**config.mk**
```make
export PLATFORM = sky130hd
export DESIGN_NAME = lru_key_value_cache
export DESIGN_NICKNAME = d
export VERILOG_FILES = /design/src/sv/lkv_pkg.sv /design/src/sv/lkv_cell.sv /design/src/sv/lkv_ctrl.sv /design/src/sv/lru_key_value_cache.sv
export SDC_FILE = /design/constraint.sdc
export NUM_CORES = 2
export LEC_CHECK = 0
export BUFFER_PORTS_ARGS = -buffer_cell sky130_fd_sc_hd__buf_4
export CAP_MARGIN = 20
export CORE_MARGIN = 3
export CORE_UTILIZATION = 31
export DETAILED_ROUTE_END_ITERATION = 10
export GPL_TIMING_DRIVEN = 0
export PLACE_DENSITY = 0.55
export SYNTH_ARGS = -nofsm -noshare
export SYNTH_HDL_FRONTEND = slang
export SYNTH_SLANG_ARGS = --single-unit
```
**constraint.sdc**
```tcl
create_clock -name clk -period 38.6 [get_ports clk]
set_input_delay 1.93 -clock clk [delete_from_list [all_inputs] [get_ports clk]]
set_output_delay 1.93 -clock clk [all_outputs]
set_load 0.01 [all_outputs]
```
**src/sv/lkv_pkg.sv**
```systemverilog
`default_nettype none

package lkv_pkg;

  // Entry count: default and largest supported value.
  localparam int ENTRIES_DEF = 8;
  localparam int ENTRIES_MAX = 64;

  // Index and rank fields in the shared structs cover the largest entry count.
  localparam int IDX_W  = $clog2(ENTRIES_MAX);
  localparam int LIM_W  = IDX_W + 1;
  localparam int DATA_W = 32;
  localparam int CAP_W  = 4;
  localparam int APB_W  = 32;
  localparam int ADDR_W = 2;

  localparam logic [CAP_W-1:0]  CAP_RESET  = CAP_W'(8);
  localparam logic [DATA_W-1:0] MISS_VALUE = '1;
  localparam logic [DATA_W-1:0] PUT_VALUE  = '0;

  localparam logic OP_GET = 1'b0;
  localparam logic OP_PUT = 1'b1;

  // Search token walking down the row of cells.
  typedef struct packed {
    logic              active;
    logic              op;
    logic [DATA_W-1:0] key;
    logic [DATA_W-1:0] value;
    logic              hit;
    logic [IDX_W-1:0]  hit_idx;
    logic [IDX_W-1:0]  hit_rank;
    logic [DATA_W-1:0] hit_val;
    logic              free;
    logic [IDX_W-1:0]  free_idx;
    logic              any;
    logic [IDX_W-1:0]  old_idx;
    logic [IDX_W-1:0]  old_rank;
  } tok_t;

  // Update broadcast to every cell.
  typedef struct packed {
    logic              en;
    logic [IDX_W-1:0]  slot;
    logic [LIM_W-1:0]  limit;
    logic              set_valid;
    logic              wr_key;
    logic              wr_val;
    logic [DATA_W-1:0] key;
    logic [DATA_W-1:0] value;
  } upd_t;

endpackage

`default_nettype wire

```
**src/sv/lkv_cell.sv**
```systemverilog
`default_nettype none

module lkv_cell #(
  parameter int ENTRIES = lkv_pkg::ENTRIES_DEF,
  parameter int IDX     = 0
) (
  input  logic          clk,
  input  logic          rst,
  input  lkv_pkg::tok_t tok_in,
  input  lkv_pkg::upd_t upd,
  output lkv_pkg::tok_t tok_out
);
  import lkv_pkg::*;

  localparam int RW = (ENTRIES > 1) ? $clog2(ENTRIES) : 1;
  localparam logic [IDX_W-1:0] MY = IDX_W'(IDX);

  logic              valid;
  logic [RW-1:0]     rank;
  logic [DATA_W-1:0] key_q;
  logic [DATA_W-1:0] value_q;
  logic [IDX_W-1:0]  rank_ext;
  tok_t              tok_next;

  assign rank_ext = IDX_W'(rank);

  // Fold this entry into the running search: first hit, first free slot, oldest.
  always_comb begin
    tok_next = tok_in;
    if (valid && key_q == tok_in.key && !tok_in.hit) begin
      tok_next.hit      = 1'b1;
      tok_next.hit_idx  = MY;
      tok_next.hit_rank = rank_ext;
      tok_next.hit_val  = value_q;
    end
    if (!valid && !tok_in.free) begin
      tok_next.free     = 1'b1;
      tok_next.free_idx = MY;
    end
    if (valid && (!tok_in.any || rank_ext > tok_in.old_rank)) begin
      tok_next.any      = 1'b1;
      tok_next.old_idx  = MY;
      tok_next.old_rank = rank_ext;
    end
  end

  always_ff @(posedge clk) begin
    if (rst) begin
      tok_out.active <= 1'b0;
    end else begin
      tok_out <= tok_next;
    end
  end

  always_ff @(posedge clk) begin
    if (rst) begin
      valid <= 1'b0;
      rank  <= '0;
    end else if (upd.en) begin
      if (upd.slot == MY) begin
        rank <= '0;
        if (upd.set_valid) begin
          valid <= 1'b1;
        end
      end else if (valid && LIM_W'(rank) < upd.limit) begin
        rank <= rank + RW'(1);
      end
    end
  end

  always_ff @(posedge clk) begin
    if (upd.en && upd.slot == MY) begin
      if (upd.wr_key) begin
        key_q <= upd.key;
      end
      if (upd.wr_val) begin
        value_q <= upd.value;
      end
    end
  end

endmodule

`default_nettype wire

```
**src/sv/lkv_ctrl.sv**
```systemverilog
`default_nettype none

module lkv_ctrl #(
  parameter int ENTRIES = lkv_pkg::ENTRIES_DEF
) (
  input  logic                        clk,
  input  logic                        rst,
  input  logic [lkv_pkg::CAP_W-1:0]   capacity,
  input  logic                        in_valid,
  output logic                        in_stall,
  input  logic                        operation,
  input  logic signed [31:0]          key,
  input  logic signed [31:0]          value,
  output logic                        out_valid,
  input  logic                        out_stall,
  output logic                        found,
  output logic signed [31:0]          read_value,
  output lkv_pkg::tok_t               tok_launch,
  input  lkv_pkg::tok_t               tok_ret,
  output lkv_pkg::upd_t               upd
);
  import lkv_pkg::*;

  localparam int CNT_W = $clog2(ENTRIES + 1);
  localparam int CMP_W = (CNT_W > CAP_W) ? CNT_W : CAP_W;

  typedef enum logic [2:0] {
    S_IDLE   = 3'b001,
    S_SEARCH = 3'b010,
    S_FINISH = 3'b100
  } state_t;

  state_t            state;
  state_t            state_next;
  tok_t              res;
  logic [CNT_W-1:0]  valid_count;
  logic [CMP_W-1:0]  cap_w;
  logic [CMP_W-1:0]  eff_cap;
  logic              fill;
  logic              out_free;
  logic              finish_go;
  logic              accept;
  upd_t              dec;
  logic              dec_found;
  logic [DATA_W-1:0] dec_rv;
  logic              cnt_inc;

  assign in_stall  = (state != S_IDLE);
  assign accept    = in_valid && !in_stall;
  assign out_free  = !out_valid || !out_stall;
  assign finish_go = (state == S_FINISH) && out_free;

  always_comb begin
    tok_launch        = '0;
    tok_launch.active = accept;
    tok_launch.op     = operation;
    tok_launch.key    = key;
    tok_launch.value  = value;
  end

  // Capacity zero acts as one; above the entry count it saturates.
  always_comb begin
    cap_w   = CMP_W'(capacity);
    eff_cap = (cap_w == '0) ? CMP_W'(1) : cap_w;
    if (eff_cap > CMP_W'(ENTRIES)) begin
      eff_cap = CMP_W'(ENTRIES);
    end
  end

  assign fill = CMP_W'(valid_count) < eff_cap;

  always_comb begin
    dec       = '0;
    dec_found = 1'b0;
    dec_rv    = PUT_VALUE;
    cnt_inc   = 1'b0;
    dec.key   = res.key;
    dec.value = res.value;
    if (res.op == OP_GET) begin
      if (res.hit) begin
        dec.en    = 1'b1;
        dec.slot  = res.hit_idx;
        dec.limit = LIM_W'(res.hit_rank);
        dec_found = 1'b1;
        dec_rv    = res.hit_val;
      end else begin
        dec_rv = MISS_VALUE;
      end
    end else if (res.hit) begin
      dec.en     = 1'b1;
      dec.slot   = res.hit_idx;
      dec.limit  = LIM_W'(res.hit_rank);
      dec.wr_val = 1'b1;
      dec_found  = 1'b1;
    end else if (fill && res.free) begin
      dec.en        = 1'b1;
      dec.slot      = res.free_idx;
      dec.limit     = LIM_W'(ENTRIES);
      dec.set_valid = 1'b1;
      dec.wr_key    = 1'b1;
      dec.wr_val    = 1'b1;
      cnt_inc       = 1'b1;
    end else begin
      // evict least recent
      dec.en        = 1'b1;
      dec.slot      = res.old_idx;
      dec.limit     = LIM_W'(res.old_rank);
      dec.set_valid = 1'b1;
      dec.wr_key    = 1'b1;
      dec.wr_val    = 1'b1;
    end
  end

  always_comb begin
    upd    = dec;
    upd.en = dec.en && finish_go;
  end

  always_comb begin
    state_next = state;
    case (state)
      S_IDLE: begin
        if (accept) begin
          state_next = S_SEARCH;
        end
      end
      S_SEARCH: begin
        if (tok_ret.active) begin
          state_next = S_FINISH;
        end
      end
      S_FINISH: begin
        if (out_free) begin
          state_next = S_IDLE;
        end
      end
      default: state_next = S_IDLE;
    endcase
  end

  always_ff @(posedge clk) begin
    if (rst) begin
      state       <= S_IDLE;
      valid_count <= '0;
      out_valid   <= 1'b0;
    end else begin
      state <= state_next;
      if (finish_go && cnt_inc) begin
        valid_count <= valid_count + CNT_W'(1);
      end
      if (finish_go) begin
        out_valid <= 1'b1;
      end else if (!out_stall) begin
        out_valid <= 1'b0;
      end
    end
  end

  always_ff @(posedge clk) begin
    if (state == S_SEARCH && tok_ret.active) begin
      res <= tok_ret;
    end
    if (finish_go) begin
      found      <= dec_found;
      read_value <= dec_rv;
    end
  end

`ifndef NO_ASSERTIONS
  a_ret_in_search: assert property (@(posedge clk) disable iff (rst)
    tok_ret.active |-> state == S_SEARCH)
    else $error("search token returned outside search");

  a_upd_in_finish: assert property (@(posedge clk) disable iff (rst)
    upd.en |-> state == S_FINISH && out_free)
    else $error("update broadcast outside finish");

  a_count_bound: assert property (@(posedge clk) disable iff (rst)
    CMP_W'(valid_count) <= CMP_W'(ENTRIES))
    else $error("valid count above entry count");

  a_accept_search: assert property (@(posedge clk) disable iff (rst)
    accept |=> state == S_SEARCH)
    else $error("accepted item did not start a search");

  a_out_from_finish: assert property (@(posedge clk) disable iff (rst)
    $rose(out_valid) |-> $past(state == S_FINISH))
    else $error("result appeared without a finished item");
`endif

endmodule

`default_nettype wire

```
**src/sv/lru_key_value_cache.sv**
```systemverilog
`default_nettype none

// Channel   Direction  Handshake            Payload
// input     in         in_valid / in_stall  operation, key, value
// output    out        out_valid/out_stall  found, read_value
// config    in         APB psel/penable     paddr, pwdata -> capacity (any addr)
//
// One item is handled at a time, from accept to the next accept: the
// search token walks the row of cells one cell per clock, then the finish
// state applies the update to every cell at once and loads the result register.
// The finish cycle waits while the result register is occupied and stalled.
// Reset empties the store and sets capacity to 8; no clearing pass is needed.
// in_stall is high from accept until the item's result is loaded.

module lru_key_value_cache #(
  parameter int ENTRIES = lkv_pkg::ENTRIES_DEF
) (
  input  logic                       clk,
  input  logic                       rst,
  // item in
  input  logic                       in_valid,
  output logic                       in_stall,
  input  logic                       operation,
  input  logic signed [31:0]         key,
  input  logic signed [31:0]         value,
  // result out
  output logic                       out_valid,
  input  logic                       out_stall,
  output logic                       found,
  output logic signed [31:0]         read_value,
  // register port
  input  logic                       psel,
  input  logic                       penable,
  input  logic                       pwrite,
  input  logic [lkv_pkg::ADDR_W-1:0] paddr,
  input  logic [lkv_pkg::APB_W-1:0]  pwdata,
  output logic [lkv_pkg::APB_W-1:0]  prdata,
  output logic                       pready
);
  import lkv_pkg::*;

  logic [CAP_W-1:0] capacity;
  tok_t             links [ENTRIES+1];
  upd_t             upd;

  // Single register, written and read at every address; the address bits are ignored.
  assign pready = 1'b1;
  assign prdata = APB_W'(capacity);

  always_ff @(posedge clk) begin
    if (rst) begin
      capacity <= CAP_RESET;
    end else if (psel && penable && pwrite && pready && paddr <= ADDR_W'(3)) begin
      capacity <= pwdata[CAP_W-1:0];
    end
  end

  lkv_ctrl #(
    .ENTRIES(ENTRIES)
  ) u_ctrl (
    .clk        (clk),
    .rst        (rst),
    .capacity   (capacity),
    .in_valid   (in_valid),
    .in_stall   (in_stall),
    .operation  (operation),
    .key        (key),
    .value      (value),
    .out_valid  (out_valid),
    .out_stall  (out_stall),
    .found      (found),
    .read_value (read_value),
    .tok_launch (links[0]),
    .tok_ret    (links[ENTRIES]),
    .upd        (upd)
  );

  // Row of cells: each one folds its entry into the token and passes it on.
  for (genvar i = 0; i < ENTRIES; i++) begin : g_cell
    lkv_cell #(
      .ENTRIES(ENTRIES),
      .IDX    (i)
    ) u_cell (
      .clk     (clk),
      .rst     (rst),
      .tok_in  (links[i]),
      .upd     (upd),
      .tok_out (links[i+1])
    );
  end

endmodule

`default_nettype wire
```
# After elaboration in Yosys (flattened, before gate mapping)
# Cells that the tools add are included.
[classes]
div = 0
eq_ne = 23
order_cmp = 18
n_mul = 0
addsub = 9
n_shift = 0
mux = 53
reduce_logical = 136
bitwise = 0
[op_table]
columns = ["cell", "count"]
rows = [
  ["equality test 32 bit", 8],
  ["2-to-1 mux 35 bit", 7],
  ["2-to-1 mux 3 bit", 27],
  ["less-than comparator 3 x 7 -> 1 bit", 8],
  ["logical AND 1 bit", 54],
  ["AND reduction 2 bit", 24],
  ["2-to-1 mux 45 bit", 1],
  ["> comparator 3 x 6 -> 1 bit", 7],
  ["2-to-1 mux 14 bit", 3],
  ["2-to-1 mux 32 bit", 1],
  ["zero test 1 bit", 31],
  ["AND reduction 3 bit", 9],
  ["adder 3 x 1 -> 3 bit, second input constant", 8],
  ["equality test 6 x 3 -> 1 bit, second input constant", 4],
  ["2-to-1 mux 16 bit", 1],
  ["nonzero test 2 bit", 8],
  ["2-to-1 mux 13 bit", 1],
  ["equality test 6 x 2 -> 1 bit, second input constant", 2],
  ["case mux 3 bit (3 select lines)", 1],
  ["logical OR 1 bit", 8],
  ["2-to-1 mux 4 bit", 2],
  ["!= test 2 x 1 -> 1 bit, second input constant", 4],
  ["2-to-1 mux 1 bit", 7],
  ["2-to-1 mux 7 bit", 1],
  ["other kinds (12)", 12],
]
[word_totals]
out_inout_bits = 68
reg_bits = 1765
latch_bits = 0
rom_bits = 0
wordCells = 407
input_bits = 106
n_memories = 0
ramBits = 0

# Logic depth before layout (Yosys ltp)
[logic_depth]
ltp_word = 13
ltp_mapped = 13
ltp_nobuf = 10

# Hierarchy
# Synthesis repeated with hierarchy kept, for this count alone.
[unflattened]
hier_cells = 3465
hier_area_um2 = 66561.3
[by_module_without_submodules]
columns = ["mod", "area_each_um2", "instances", "seq_area_each_um2", "cells_each"]
rows = [
  ["lkv_cell (g_cell[1].u_cell ...)", 7332.0, 3, 5925.7, 358],
  ["lkv_cell (g_cell[5].u_cell ...)", 7328.3, 2, 5925.7, 358],
  ["lkv_ctrl", 7517.2, 1, 5024.8, 551],
  ["lkv_cell (g_cell[0].u_cell)", 7329.5, 1, 5925.7, 358],
  ["lkv_cell (g_cell[3].u_cell)", 7328.3, 1, 5925.7, 359],
  ["lkv_cell (g_cell[7].u_cell)", 7325.8, 1, 5925.7, 358],
  ["lru_key_value_cache", 407.9, 1, 80.1, 49],
]

# Least setup slack after synthesis
# No wires, ideal clock.
[synth_path]
kind = "input to register"
startpoint = "in rst"
endpoint = "reg u_ctrl.state[0]"
path_stages = 3
setup_time_ps = 1261
setup_slack_ps = 9431
n_path_buf = 1
t_required_ps = 37339
t_arrival_ps = 27908
path_cell_list = "inv_1 > clkbuf_1 > o21ai_0"
[synth_lines]
columns = ["element", "line_no", "rtl"]
rows = [
  ["from (decl)", "lru_key_value_cache.sv:19", "input logic rst,"],
  ["to (signal assigned)", "lkv_ctrl.sv:147", "state <= state_next;"],
  ["to (decl)", "lkv_ctrl.sv:33", "state_t state;"],
]
# No word-level cell between the ends.

==> metrics <==
DR WL met3=5.708 mm; crit path buf inv count=2; total gr overflow=0; antenna violations before repair=3; Mapped Area=57610 um^2; endpoints failing setup=0; status=finished clean; final hold violation count=0; post-CTS sizing=0; I/O Buffers=114; Post-Route Skew=0.07788 ns; Post-layout nets=3397; total number of vias=25420; total number of yosys warnings=0; CP max FO=10; CP dominant cell by count=nand4_1; sequential area share after synthesis=82.96%; first-pass GRT wire length=167.8 mm; CP cell instances=xnor2_1 -> nand4_1 -> nor4b_1 -> nand4_1 -> nor3_1 -> clkbuf_1 -> buf_2 -> mux2_2; crit path capture type=register; fraction of registers with async set or reset after synthesis=0%; Initial Utilization=31.33%; share of cells above drive strength 1=22.98%; Boundary Pins=174; reg-to-reg slack, setup=34.28 ns; Synth area leaders=edfxtp_1, mux2_2, xor2_1, dfxtp_1, xnor2_1; area share of the largest cell type after synthesis=81.15%; cell taking the most area after synthesis=edfxtp_1; Post-synth EDFFs=1557; Post-DP HPWL=74.79 mm; R2R cell count=8; Worst Setup Slack, final=34.28 ns; DRC=0; die area=191100 um^2; cts bufs inserted=170; DR WL/cell=19.18 um; Total GRT Usage=11.66%; Startpoint Class=register; Levels on crit path=8; maxcap violations=0; pre-CTS setup slack=33.65 ns; Post-CTS Setup Bufs=0; Distinct cells, synth=63; VDD IR max=0.03234 mV; syn avg cell area=19.99 um^2; RR Endpoint=g_cell[4].u_cell.tok_out[39]; max layer used=met4; CTS sink count=1609; Hold Path Origin=g_cell[0].u_cell.tok_out[65]; ys flop type=edfxtp_1; fmax=231.2 MHz; setup TNS=0 ns; PwrDens=52.91 nW/um^2; worst slew pin tran=0.9859 ns; worst hold path depth=0; CTS clk-pin slew, worst paths=0.07 ns; R2R Path Start=g_cell[3].u_cell.tok_out[115]; First-pass DRT Iterations=5; Final Instance Area=68270 um^2; fin crit share=11.20%; vias per std cell=4.342; #FFs+latches synth=1609; WP data arrival=4.87 ns; TritonCTS clock tree=done; WL met2=53.86 mm; final critical-path required period=4.325 ns; most common cell after layout, fill and taps aside=edfxtp_1; buffer depth of the longest clock path=3; WHS Endpoint=g_cell[1].u_cell.tok_out[65]; placed cell area=62900 um^2; # rows=157; crit-path leading delay family=simple AND/OR/NAND/NOR gates; Clk Latency, worst-skew pair=0.82 ns; synthesis-to-finish area growth=18.49%; leakage=0.02281 uW; Post-Route WL=112.3 mm; RSZ-0062 raised after global routing=no; chip width=437.1 um; Chip Height=437.1 um; Hold Crit Class=reg2reg; critical path launch point=g_cell[3].u_cell.tok_out[115]; slew margin rel.=33.77%; Placer Congestion=0.7977; hold slack final=0.3924 ns; Slew Viols, Final=0; Initial DRC Count=1865; # hold bufs at CTS=0; core area=183900 um^2; Crit path largest cell delay=0.77 ns; met1 wire length=49.78 mm; pin count of the biggest net entering global routing=65; fillers=16810; commonest cells after routing, fill and taps aside=edfxtp_1, mux2_2, xor2_1; Clock Tree Root=clkbuf_16; vias in the first global route=25880; Crit-path slowest cell=nor3_1; H-tree level count=4; Synth Instances=2882; Routed Antenna Nets=0; WS Path Type=reg2reg; worst path required time=39.15 ns
==> cells by family (layout without fill, tap and decap cells) <==
kind of cell	Yosys count	count (layout)	synth area share [%]
compound gates	164	164	1.913
xor+xnor	258	258	3.922
fa+ha+maj	47	47	0.9599
buf+inv	153	634	1.251
flops	1609	1609	82.96
mux	280	280	5.427
other cells	2	30	0.01304
simple gates	369	369	3.555
==> sequential cells by signal, indices dropped and copies added (netlist names) <==
name and count:
u_ctrl.found 1, u_ctrl.state 3, u_ctrl.res 50, g_cell.u_cell.value_q 256, g_cell.u_cell.rank 24, capacity 4
g_cell.u_cell.tok_out 906, u_ctrl.out_valid 1, g_cell.u_cell.key_q 256, u_ctrl.valid_count 4, u_ctrl.read_value 32, g_cell.u_cell.valid 8
u_ctrl.upd 64
==> metal layers <==
layer	GRT usage, %	up-vias
met3	2.489	180
met4	3.890	0
met5	0	-
met1	15.63	12830
li1	-	11790
met2	18.87	623
==> layout make-up <==
type	instances	area, um^2	share of cell area, %
plain buffers	92	495.5	0.7258
diodes	1	2.502	0.003666
clock buffers	216	4468	6.545
multi-input cells	1147	9338	13.68
repair buffers	177	1958	2.868
inverters	61	229.0	0.3354
clock inverters	88	895.9	1.312
well taps	2464	3083	4.516
flip-flops and latches	1609	47800	70.01
==> how the worst max path moves through the flow <==
stage,endpoint,slack [ns]
floorplan,u_ctrl.state[0],9.43
global placement,u_ctrl.state[0],-4.37
detailed placement,g_cell[7].u_cell.value_q[17],33.65
CTS,g_cell[4].u_cell.tok_out[45],34.11
global route,g_cell[4].u_cell.tok_out[39],34.13
finish,g_cell[4].u_cell.tok_out[39],34.28
==> power breakdown <==
part	total, uW	switching [uW]	internal [uW]
combinational	74.1	41.1	33.0
sequential	1990	22.2	1970
clock	1550	677	870
total	3610	741	2870
==> synthesized netlist by cell type, types with 20 or more instances <==
library cell	instances
dfxtp_1	52
a21oi_1	42
nand4_1	31
nand3_1	28
buf_4	32
nand2_1	68
nor2b_1	26
xnor2_1	77
mux2i_1	21
nor4_1	50
xor2_1	181
edfxtp_1	1557
clkbuf_1	41
o21a_1	20
and2_1	48
nor2_1	31
o21ai_0	30
inv_1	61
or2_2	29
o211ai_1	28
mux2_2	259
ha_1	33
==> per-stage QoR <==
| stage | power (uW) | instances | util (%) |
|---|---|---|---|
| after floorplan | 2112 | 2909 | - |
| after global placement | 2170 | 5487 | 33.53 |
| after detailed placement | 2102 | 5550 | 34.21 |
| after CTS | 3668 | 5854 | 37.13 |
| after global routing | 3747 | 5855 | 37.13 |
| final | 3612 | 5855 | 37.13 |
Power figures use the tool's default switching activity.
